File: src/rtl/csvs_pkg.sv
// Shared types and constants for the CSV line field splitter.
package csvs_pkg;

    // Character codes that the parser reacts to.
    localparam logic [7:0] CH_QUOTE = 8'h22;
    localparam logic [7:0] CH_COMMA = 8'h2C;
    localparam logic [7:0] CH_LF    = 8'h0A;
    localparam logic [7:0] CH_CR    = 8'h0D;

    // Default column capacity and the reset value of the field limit register.
    localparam int unsigned MAX_COLUMNS_DEF = 128;
    localparam logic [7:0]  LIMIT_CFG_RESET = 8'd128;

    // Width used for limit compares: holds any limit register value and any capacity up to 256.
    localparam int unsigned LIM_W = 9;

    // Field index width on the result port.
    localparam int unsigned IDX_W = 7;

    // Depth of the queue between the parser and the output stage.
    localparam int unsigned QDEPTH = 4;
    localparam int unsigned QPTR_W = $clog2(QDEPTH);
    localparam int unsigned QCNT_W = $clog2(QDEPTH + 1);

    // One result item as it travels from the parser to the output.
    typedef struct packed {
        logic [7:0]       data_byte;
        logic             data_valid;
        logic             field_end;
        logic [IDX_W-1:0] field_index;
        logic             line_end;
        logic             truncated;
    } res_t;

endpackage

File: src/rtl/csvs_front.sv
// Parser front end: accepts bytes, tracks quoting and field count, builds one result each.
module csvs_front #(
    parameter int unsigned MAX_COLUMNS = csvs_pkg::MAX_COLUMNS_DEF
) (
    input  logic           clk,
    input  logic           rst_n,
    input  logic           cfg_wr_en,
    input  logic [7:0]     cfg_wr_data,
    input  logic           in_valid,
    output logic           in_ready,
    input  logic [7:0]     char_in,
    input  logic           is_end,
    input  logic           q_full,
    output logic           q_push,
    output csvs_pkg::res_t q_data
);

    localparam int unsigned FW = $clog2(MAX_COLUMNS + 1);
    localparam logic [csvs_pkg::LIM_W-1:0] CAP = csvs_pkg::LIM_W'(MAX_COLUMNS);

    typedef enum logic [1:0] {
        MODE_UNQ  = 2'd0,
        MODE_QUO  = 2'd1,
        MODE_SEEN = 2'd2
    } mode_t;

    mode_t               mode_reg, mode_next;
    logic                start_reg, start_next;
    logic [FW-1:0]       field_reg, field_next;
    logic [7:0]          limit_cfg_reg;

    logic [csvs_pkg::LIM_W-1:0] lim;
    logic [csvs_pkg::LIM_W-1:0] field_w;
    logic [csvs_pkg::IDX_W-1:0] idx;
    logic                       over;
    logic                       unq_path;
    csvs_pkg::res_t             res;

    // A request is taken whenever the queue has room.
    assign in_ready = !q_full;
    assign q_push   = in_valid && in_ready;
    assign q_data   = res;

    // Effective limit: zero acts as one, values above capacity clamp to capacity.
    always_comb
    begin
        if (limit_cfg_reg == 8'd0)
            lim = csvs_pkg::LIM_W'(1);
        else if (csvs_pkg::LIM_W'(limit_cfg_reg) > CAP)
            lim = CAP;
        else
            lim = csvs_pkg::LIM_W'(limit_cfg_reg);
    end

    assign field_w = csvs_pkg::LIM_W'(field_reg);
    assign idx     = field_w[csvs_pkg::IDX_W-1:0];
    assign over    = (field_w >= lim);

    // Byte classification and next-state logic.
    always_comb
    begin
        mode_next  = mode_reg;
        start_next = start_reg;
        field_next = field_reg;
        unq_path   = 1'b0;
        res        = '0;

        if (is_end)
        begin
            res.line_end = 1'b1;
            if (!over)
            begin
                res.field_end   = 1'b1;
                res.field_index = idx;
            end
            else
            begin
                res.truncated = 1'b1;
            end
            mode_next  = MODE_UNQ;
            start_next = 1'b1;
            field_next = '0;
        end
        else if (char_in == csvs_pkg::CH_CR || char_in == csvs_pkg::CH_LF)
        begin
            // Line terminators are dropped with no state change.
        end
        else if (over)
        begin
            res.truncated = 1'b1;
        end
        else if (mode_reg == MODE_QUO)
        begin
            if (char_in == csvs_pkg::CH_QUOTE)
            begin
                mode_next = MODE_SEEN;
            end
            else
            begin
                start_next      = 1'b0;
                res.data_byte   = char_in;
                res.data_valid  = 1'b1;
                res.field_index = idx;
            end
        end
        else if (mode_reg == MODE_SEEN && char_in == csvs_pkg::CH_QUOTE)
        begin
            // Doubled quote inside quotes yields one literal quote.
            mode_next       = MODE_QUO;
            start_next      = 1'b0;
            res.data_byte   = csvs_pkg::CH_QUOTE;
            res.data_valid  = 1'b1;
            res.field_index = idx;
        end
        else
        begin
            unq_path  = 1'b1;
            mode_next = MODE_UNQ;
        end

        // Unquoted handling, also reached after a pending closing quote.
        if (unq_path)
        begin
            if (char_in == csvs_pkg::CH_QUOTE)
            begin
                mode_next = MODE_QUO;
                if (start_reg)
                begin
                    start_next = 1'b0;
                end
                else
                begin
                    res.data_byte   = csvs_pkg::CH_QUOTE;
                    res.data_valid  = 1'b1;
                    res.field_index = idx;
                end
            end
            else if (char_in == csvs_pkg::CH_COMMA)
            begin
                res.field_end   = 1'b1;
                res.field_index = idx;
                field_next      = field_reg + FW'(1);
                start_next      = 1'b1;
            end
            else
            begin
                start_next      = 1'b0;
                res.data_byte   = char_in;
                res.data_valid  = 1'b1;
                res.field_index = idx;
            end
        end
    end

    // Parser state and the field limit register.
    always_ff @(posedge clk or negedge rst_n)
    begin
        if (!rst_n)
        begin
            mode_reg      <= MODE_UNQ;
            start_reg     <= 1'b1;
            field_reg     <= '0;
            limit_cfg_reg <= csvs_pkg::LIMIT_CFG_RESET;
        end
        else
        begin
            if (cfg_wr_en)
                limit_cfg_reg <= cfg_wr_data;
            if (q_push)
            begin
                mode_reg  <= mode_next;
                start_reg <= start_next;
                field_reg <= field_next;
            end
        end
    end

endmodule

File: src/rtl/csvs_fifo.sv
// Short result queue between the parser and the output stage.
module csvs_fifo (
    input  logic           clk,
    input  logic           rst_n,
    input  logic           push,
    input  csvs_pkg::res_t push_data,
    output logic           full,
    input  logic           pop,
    output logic           empty,
    output csvs_pkg::res_t pop_data
);

    csvs_pkg::res_t                mem_reg [csvs_pkg::QDEPTH];
    logic [csvs_pkg::QPTR_W-1:0]   wr_ptr_reg;
    logic [csvs_pkg::QPTR_W-1:0]   rd_ptr_reg;
    logic [csvs_pkg::QCNT_W-1:0]   count_reg;

    assign full     = (count_reg == csvs_pkg::QCNT_W'(csvs_pkg::QDEPTH));
    assign empty    = (count_reg == '0);
    assign pop_data = mem_reg[rd_ptr_reg];

    // Entry storage; payload needs no reset.
    always_ff @(posedge clk)
    begin
        if (push)
            mem_reg[wr_ptr_reg] <= push_data;
    end

    // Pointers and fill count.
    always_ff @(posedge clk or negedge rst_n)
    begin
        if (!rst_n)
        begin
            wr_ptr_reg <= '0;
            rd_ptr_reg <= '0;
            count_reg  <= '0;
        end
        else
        begin
            if (push)
                wr_ptr_reg <= wr_ptr_reg + csvs_pkg::QPTR_W'(1);
            if (pop)
                rd_ptr_reg <= rd_ptr_reg + csvs_pkg::QPTR_W'(1);
            if (push && !pop)
                count_reg <= count_reg + csvs_pkg::QCNT_W'(1);
            else if (pop && !push)
                count_reg <= count_reg - csvs_pkg::QCNT_W'(1);
        end
    end

endmodule

File: src/rtl/csvs_back.sv
// Output stage: moves results from the queue into the output register.
module csvs_back (
    input  logic           clk,
    input  logic           rst_n,
    input  logic           q_empty,
    input  csvs_pkg::res_t q_data,
    output logic           q_pop,
    output logic           out_valid,
    input  logic           out_ready,
    output csvs_pkg::res_t out_res
);

    logic           valid_reg;
    csvs_pkg::res_t res_reg;

    // Load a new request when the register is free or being taken this cycle.
    assign q_pop     = !q_empty && (!valid_reg || out_ready);
    assign out_valid = valid_reg;
    assign out_res   = res_reg;

    always_ff @(posedge clk or negedge rst_n)
    begin
        if (!rst_n)
            valid_reg <= 1'b0;
        else if (q_pop)
            valid_reg <= 1'b1;
        else if (out_ready)
            valid_reg <= 1'b0;
    end

    always_ff @(posedge clk)
    begin
        if (q_pop)
            res_reg <= q_data;
    end

endmodule

File: src/rtl/csv_line_field_splitter.sv
// Top level of the CSV line field splitter.
//
// Input channel (in_valid/in_ready): one request per byte of a CSV line in
// char_in, or an end-of-line marker with is_end high. Output channel
// (out_valid/out_ready): exactly one result per input request, in order,
// carrying a content byte, a field end, a line end and a truncation flag.
// The field limit is written through cfg_wr_en/cfg_wr_data; the user must
// write it only while idle, and the block itself leaves this unchecked.
// Throughput is one request per cycle while the queue has room: the parser
// updates its quoting mode and field count as each byte is accepted, so
// bytes can follow back to back. An accepted request's result is written
// into the queue and from there into the output register.
// A four-entry queue separates the parser from the output register, so the
// input keeps flowing while a result waits; in_ready drops only when the
// queue is full because the receiver has stalled.
// Reset clears the queue and output register, returns quoting to unquoted,
// the field count to zero, and the field limit to 128.
module csv_line_field_splitter #(
    parameter int unsigned MAX_COLUMNS = csvs_pkg::MAX_COLUMNS_DEF
) (
    input  logic                       clk,
    input  logic                       rst_n,
    input  logic                       cfg_wr_en,
    input  logic [7:0]                 cfg_wr_data,
    input  logic                       in_valid,
    output logic                       in_ready,
    input  logic [7:0]                 char_in,
    input  logic                       is_end,
    output logic                       out_valid,
    input  logic                       out_ready,
    output logic [7:0]                 data_byte,
    output logic                       data_valid,
    output logic                       field_end,
    output logic [csvs_pkg::IDX_W-1:0] field_index,
    output logic                       line_end,
    output logic                       truncated
);

    logic           q_full;
    logic           q_push;
    logic           q_empty;
    logic           q_pop;
    csvs_pkg::res_t q_in;
    csvs_pkg::res_t q_out;
    csvs_pkg::res_t out_res;

    // Parser front end.
    csvs_front #(
        .MAX_COLUMNS(MAX_COLUMNS)
    ) u_front (
        .clk        (clk),
        .rst_n      (rst_n),
        .cfg_wr_en  (cfg_wr_en),
        .cfg_wr_data(cfg_wr_data),
        .in_valid   (in_valid),
        .in_ready   (in_ready),
        .char_in    (char_in),
        .is_end     (is_end),
        .q_full     (q_full),
        .q_push     (q_push),
        .q_data     (q_in)
    );

    // Result queue.
    csvs_fifo u_fifo (
        .clk      (clk),
        .rst_n    (rst_n),
        .push     (q_push),
        .push_data(q_in),
        .full     (q_full),
        .pop      (q_pop),
        .empty    (q_empty),
        .pop_data (q_out)
    );

    // Output register stage.
    csvs_back u_back (
        .clk      (clk),
        .rst_n    (rst_n),
        .q_empty  (q_empty),
        .q_data   (q_out),
        .q_pop    (q_pop),
        .out_valid(out_valid),
        .out_ready(out_ready),
        .out_res  (out_res)
    );

    // Unpack the result onto the field ports.
    assign data_byte   = out_res.data_byte;
    assign data_valid  = out_res.data_valid;
    assign field_end   = out_res.field_end;
    assign field_index = out_res.field_index;
    assign line_end    = out_res.line_end;
    assign truncated   = out_res.truncated;

endmodule

File: config.mk
export PLATFORM = sky130hd
export DESIGN_NAME = csv_line_field_splitter
export DESIGN_NICKNAME = d
export VERILOG_FILES = /design/src/rtl/csvs_pkg.sv /design/src/rtl/csvs_front.sv /design/src/rtl/csvs_fifo.sv /design/src/rtl/csvs_back.sv /design/src/rtl/csv_line_field_splitter.sv
export SDC_FILE = /design/constraint.sdc
export NUM_CORES = 1
export LEC_CHECK = 0
export ABC_AREA = 1
export BUFFER_PORTS_ARGS = -buffer_cell sky130_fd_sc_hd__buf_2
export CELL_PAD_IN_SITES_DETAIL_PLACEMENT = 2
export CELL_PAD_IN_SITES_GLOBAL_PLACEMENT = 2
export CORE_UTILIZATION = 36
export DETAILED_ROUTE_END_ITERATION = 7
export GPL_TIMING_DRIVEN = 0
export PLACE_DENSITY_LB_ADDON = 0.1
export SYNTH_ARGS = -nofsm -noshare
export SYNTH_HDL_FRONTEND = slang
export SYNTH_HIERARCHICAL = 1
export SYNTH_SLANG_ARGS = --single-unit
File: constraint.sdc
create_clock -name clk -period 2.3 [get_ports clk]
set_clock_uncertainty 0.05 [all_clocks]
set_input_delay 0.115 -clock clk [delete_from_list [all_inputs] [get_ports clk]]
set_output_delay 0.115 -clock clk [all_outputs]
set_load 0.1 [all_outputs]
=== Word level (Yosys, flattened, before mapping) ===
Memory sizes are Yosys's and may differ from the RTL's. A register that Yosys moved wholly into a read port is not among the register bits.
Index checks and enable logic that the tools add are counted.

* Bits in registers: 27
* Bits in writable memories: 76
* Output and inout bits: 21
* Logic and storage cells: 100
* Memories: 1

* Add/sub/neg operators: 5
* Order comparisons: 2
* Equality and inequality tests: 7
* Mux-type cells: 61
* Reductions and logical operators: 16

{| class="wikitable"
|+ Memories
! memory !! depth !! width !! read ports !! clocked after Yosys merged registers in !! write ports !! RTL line !! source
|-
| u_fifo.mem_reg || 4 || 19 || 1 || 1 || 1 || csvs_fifo.sv:13 || <nowiki>csvs_pkg::res_t mem_reg [csvs_pkg::QDEPTH];</nowiki>
|}

{| class="wikitable"
|+ Operators by type and width
! kind !! count
|-
| $mux W9 || 8
|-
| $mux W7 || 9
|-
| $mux W8 || 7
|-
| $mux W1 || 27
|-
| $mux W17 || 1
|-
| $eq A8 B4 Y1 const B || 2
|-
| $eq A8 B6 Y1 const B || 2
|-
| $mux W2 || 7
|-
| $add A8 B1 Y8 const B || 1
|-
| $ge A8 B8 Y1 || 1
|-
| $gt A8 B8 Y1 const B || 1
|-
| $logic_not A8 Y1 || 1
|-
| $mux W3 || 2
|-
| $logic_and A1 B1 Y1 || 5
|-
| $logic_not A1 Y1 || 5
|-
| $add A2 B1 Y2 const B || 2
|-
| $reduce_bool A2 Y1 || 2
|-
| $add A3 B1 Y3 const B || 1
|-
| $eq A3 B3 Y1 const B || 1
|-
| $logic_not A3 Y1 || 1
|-
| $sub A3 B1 Y3 const B || 1
|-
| $eq A2 B1 Y1 const B || 1
|-
| $eq A2 B2 Y1 const B || 1
|-
| $logic_or A1 B1 Y1 || 2
|}

=== Longest topological paths before layout ===
* Word-level depth: 10
* Depth in mapped cells: 18

=== Modules after synthesis ===
Netlist, hierarchy kept.

{| class="wikitable"
|+ By module, submodules not included
! module !! times used !! cells each !! area an instance (sq um)
|-
| csvs_fifo || 1 || 270 || 3,554.7
|-
| csvs_front || 1 || 306 || 1,950.6
|-
| csvs_back || 1 || 24 || 615.6
|}

=== Worst setup path after synthesis ===
Ideal clock, no wire load.

* Path type: flip-flop to flip-flop
* From: register u_fifo/count_reg[2] (netlist bit)
* To: memory u_fifo/mem_reg[0][0] (netlist bit), enable pin
* Setup time: 0.374 ns
* Arrival time: 2.232 ns
* Path slack: -0.355 ns
* Stages on the path, launching flop included: 10
* Buffers on the path: 2
* Period minus slack after synthesis: 2.655 ns
* Cell sequence: dfrtp_1 > inv_1 > nor3_1 > inv_1 > nand2_1 > inv_1 > buf_6 > clkbuf_1 > nand2_1 > inv_1

* Word-level cells in the longest chain between the ends: 5

{| class="wikitable"
|+ RTL lines
! what !! RTL line !! source
|-
| start: declaration || csvs_fifo.sv:16 || <nowiki>logic [csvs_pkg::QCNT_W-1:0] count_reg;</nowiki>
|-
| start signal: assignment || csvs_fifo.sv:45 || <nowiki>count_reg <= count_reg + csvs_pkg::QCNT_W'(1);</nowiki>
|-
| start signal: assignment || csvs_fifo.sv:47 || <nowiki>count_reg <= count_reg - csvs_pkg::QCNT_W'(1);</nowiki>
|-
| $eq A3 B3 Y1 || csvs_fifo.sv:18 || <nowiki>assign full = (count_reg == csvs_pkg::QCNT_W'(csvs_pkg::QDEPTH));</nowiki>
|-
| via q_full || csv_line_field_splitter.sv:39 || <nowiki>logic q_full;</nowiki>
|-
| $logic_not A1 Y1 || csvs_front.sv:40 || <nowiki>assign in_ready = !q_full;</nowiki>
|-
| via in_ready || csv_line_field_splitter.sv:26 || <nowiki>output logic in_ready,</nowiki>
|-
| $logic_and A1 B1 Y1 || csvs_front.sv:41 || <nowiki>assign q_push = in_valid && in_ready;</nowiki>
|-
| via q_push || csv_line_field_splitter.sv:40 || <nowiki>logic q_push;</nowiki>
|-
| $mux W1 || csvs_fifo.sv:25 || <nowiki>if (push)</nowiki>
|-
| $mux W1 (implied by the code) || csvs_fifo.sv:26 || <nowiki>mem_reg[wr_ptr_reg] <= push_data;</nowiki>
|-
| end: declaration || csvs_fifo.sv:13 ||
|}

The timed path passes the listed nets, and every way through them passes these cells.

==> run metrics <==
status finished with violations; failing checks negative setup slack; Reg2Reg Depth 15; CP cell instances inv_1 > nand4_1 > nor4_2 > nor2_1 > inv_2 > nand2_2 > ha_4 > a21oi_4 > nand2_4 > nand2_4 > nand3_4 > nor2_4 > nand4_4 > buf_4 > a21oi_4; Max Fanout on Critical Path 5; reg2reg start u_front/limit_cfg_reg[3]; IO buf count 42; r2r setup slk -0.47 ns; DR WL/cell between 20 and 25 um; Post-Syn Area per Cell 10.20 sq um; Final Worst Setup Slack -0.4739 ns; worst hold path depth 4; total grt overflow 0; clock sinks roughly 120; number of buffers created by CTS 17; Yosys cell types 40; Synth-to-Final Area Change 32.38%; Clk pin slew, worst setup/hold paths 0.06 ns; GPL Wtd Cong slightly above 0.8; RSZ-0062 raised after global routing yes; TritonRoute pass-1 iters 4; most common cell after layout, fill and taps aside nand2_1; Total Wirelength ~19000 um; Root Driver clkbuf_16; share of layout cells above drive strength 1 0.3630; Crit Reg-Reg Endpoint u_fifo/mem_reg[0][12]; CTS tree yes; pin count of the biggest net entering global routing 28; Mapped Nets around 640; Worst Hold Class in2reg; critical path class reg2reg; Seq pwr share 0.315; Skew-Pair Late Insertion Delay ~0.42 ns; Sw Share 0.4295; overall power about 11 mW; first-pass GRT wire length about 30000 um; max reg flops 76; final core occ 0.4886; # setup viols final between 80 and 90; Max Fclk roughly 360 MHz; synthesized flop and latch total 122; routed vias 4734; Overall Global Routing Usage 0.2259; crit start category flop; P_int a little over 6 mW; Pwr per Cell Area between 1000 and 1500 nW/um^2; combinational share of power 0.425; DRC errors left 0; vias in the first global route approximately 5300; Fin. Hold Viols 0; crit-path leading delay family simple AND/OR/NAND/NOR gates; H-tree Lvls 4; Post-Synthesis Cells 600; initial DRC count approximately 160; leakage power approximately 3.5 nW; Filler cells roughly 1700; area occupied by multi-input gates ~2500 sq um; Worst Tran Pin Value approximately 0.84 ns; max-slew violation count 0; Slew HR 0.4430; Post-DP HPWL ~12000 um; clock buffer depth 2; Synth warnings 6; CP endpoint kind flop; Sequential cell area between 3000 and 4000 sq um; CP max-delay cell dfrtp_1; CP required 2.50 ns; Final Critical Period about 2.8 ns; worst path bufs/invs 3; diode count 0; Die W roughly 130 um; leading cell types in the layout, fill and taps excluded nand2_1, edfxtp_1, inv_1; worst stage delay on the critical path around 0.38 ns; I/O Pins 43; synthesized area 6121 sq um; Hold Startpoint out_ready; clock share of power 0.260; initial core utilization 0.3691; Total Nets Final between 700 and 800; WP data arrival slightly below 3 ns; FP Rows 47; hold path endpoint u_back/out_valid; sequential share of the synthesized area 0.5769; initial antenna violation count 0; Max Cap Viol 0; P_sw ~4.6 mW; period utilization 1.206; post-route ant nets 0; Die Ht 132.4 um; Core Area roughly 17000 sq um; Vias/cell roughly 5; Max VDD drop roughly 0.0008 V; Die ar. 17530 sq um
==> power by group through the flow <==
stage                     combinational (mW)  sequential, mW  clock (mW)
after global placement                  3.94            3.34           0
after floorplan                         1.81            4.67           0
after CTS                               4.47            3.37        2.83
after global routing                    4.82            3.42        2.92
final                                   4.54            3.37        2.78
after detailed placement                4.10            3.39           0
==> layer usage <==
metal / wire [um] / vias to the layer above / track usage / part of all wire
met4: 305 / 0 / 0.05364 / 0.016
met3: 501 / 30 / 0.05113 / 0.026
li1: - / 2198 / - / -
met5: 0 / - / 0 / 0
met2: 10330 / 67 / 0.4149 / 0.54
met1: 7977 / 2439 / 0.2656 / 0.42
==> metrics by stage <==
step	cells	TNS (ns)	setup slack [ns]	hold WS [ns]	instance area, sq um
after floorplan	600	-2.681	-0.07179	-0.2306	6186
after global placement	862	-40.92	-0.6103	0.1500	6671
after detailed placement	862	-51.14	-0.7322	0.1533	6671
after CTS	928	-36.03	-0.4882	0.009943	7893
after global routing	939	-47.29	-0.6325	0.04478	8103
final	939	-33.27	-0.4739	0.01299	8103
==> cell usage after synthesis <==
cell type | n | share of area
nand2_1 | 174 | 0.11
edfxtp_1 | 95 | 0.47
inv_1 | 95 | 0.058
nand3_1 | 36 | 0.029
dfrtp_1 | 25 | 0.10
nor2_1 | 19 | 0.012
o211ai_1 | 19 | 0.023
o211ai_2 | 19 | 0.039
o21ai_0 | 15 | 0.012
ha_1 | 14 | 0.029
buf_2 | 12 | 0.0098
nand4_1 | 8 | 0.0082
a21oi_1 | 5 | 0.0041
buf_6 | 4 | 0.0074
clkbuf_1 | 4 | 0.0025
inv_2 | 4 | 0.0025
nand2_2 | 4 | 0.0041
nand3_2 | 4 | 0.0065
xor2_1 | 4 | 0.0057
a21oi_2 | 3 | 0.0043
buf_12 | 3 | 0.0098
mux2_2 | 3 | 0.0055
nor2_4 | 3 | 0.0055
nor3_1 | 3 | 0.0025
o21ai_1 | 3 | 0.0025
o21ai_2 | 3 | 0.0043
xnor2_1 | 3 | 0.0043
buf_4 | 2 | 0.0025
dfstp_2 | 2 | 0.0086
nor2_2 | 2 | 0.0020
a21boi_1 | 1 | 0.0012
a21o_1 | 1 | 0.0012
fa_1 | 1 | 0.0033
inv_4 | 1 | 0.0010
nand2_4 | 1 | 0.0018
nand3_4 | 1 | 0.0029
nand4_4 | 1 | 0.0035
nor2_8 | 1 | 0.0033
nor4_1 | 1 | 0.0010
or2_2 | 1 | 0.0010
==> worst min-delay path, stage by stage <==
cell     delay [ns]
buf_2          0.08
inv_1          0.12
nand2_1        0.09
nand2_1        0.04
==> worst max path at each step <==
stage | from | to | slack, ns | cells past startpoint
final | u_front/limit_cfg_reg[3] | u_fifo/mem_reg[0][12] | -0.47 | 15
after global routing | u_front/limit_cfg_reg[3] | u_fifo/mem_reg[1][12] | -0.63 | 17
after CTS | u_front/limit_cfg_reg[2] | u_fifo/mem_reg[3][6] | -0.49 | 18
after detailed placement | u_front/limit_cfg_reg[2] | u_fifo/mem_reg[2][18] | -0.73 | 16
after global placement | u_front/limit_cfg_reg[2] | u_fifo/mem_reg[3][18] | -0.61 | 16
after floorplan | u_front/limit_cfg_reg[3] | u_fifo/mem_reg[0][17] | -0.07 | 16
==> timing repair <==
| item | CTS | global route |
|---|---|---|
| hold endpoints to repair | 33 | 0 |
| pin swaps | 35 | 24 |
| gates cloned | 1 | 0 |
| setup endpoints to repair | 161 | 160 |
| hold buffers | 12 | 0 |
| buffers inserted | 24 | 12 |
| resized for setup | 78 | 33 |
==> cell type report <==
class                   instances  area share
flip-flops and latches        122      0.4361
multi-input cells             354      0.3030
plain buffers                  25     0.02409
clock buffers                  18     0.05296
repair buffers                 86     0.07844
clock inverters                14     0.02208
inverters                     100     0.04941
well taps                     220     0.03397
==> cell families after synthesis <==
family,synth area share
buffers and inverters,0.09362
AND/OR/NAND/NOR,0.1901
flip-flops,0.5769
XOR/XNOR,0.01002
AO/OA/AOI/OAI,0.09199
adder cells (fa/ha/maj),0.03189
multiplexers,0.005519
Note: power is estimated with default switching activity, not from simulation.
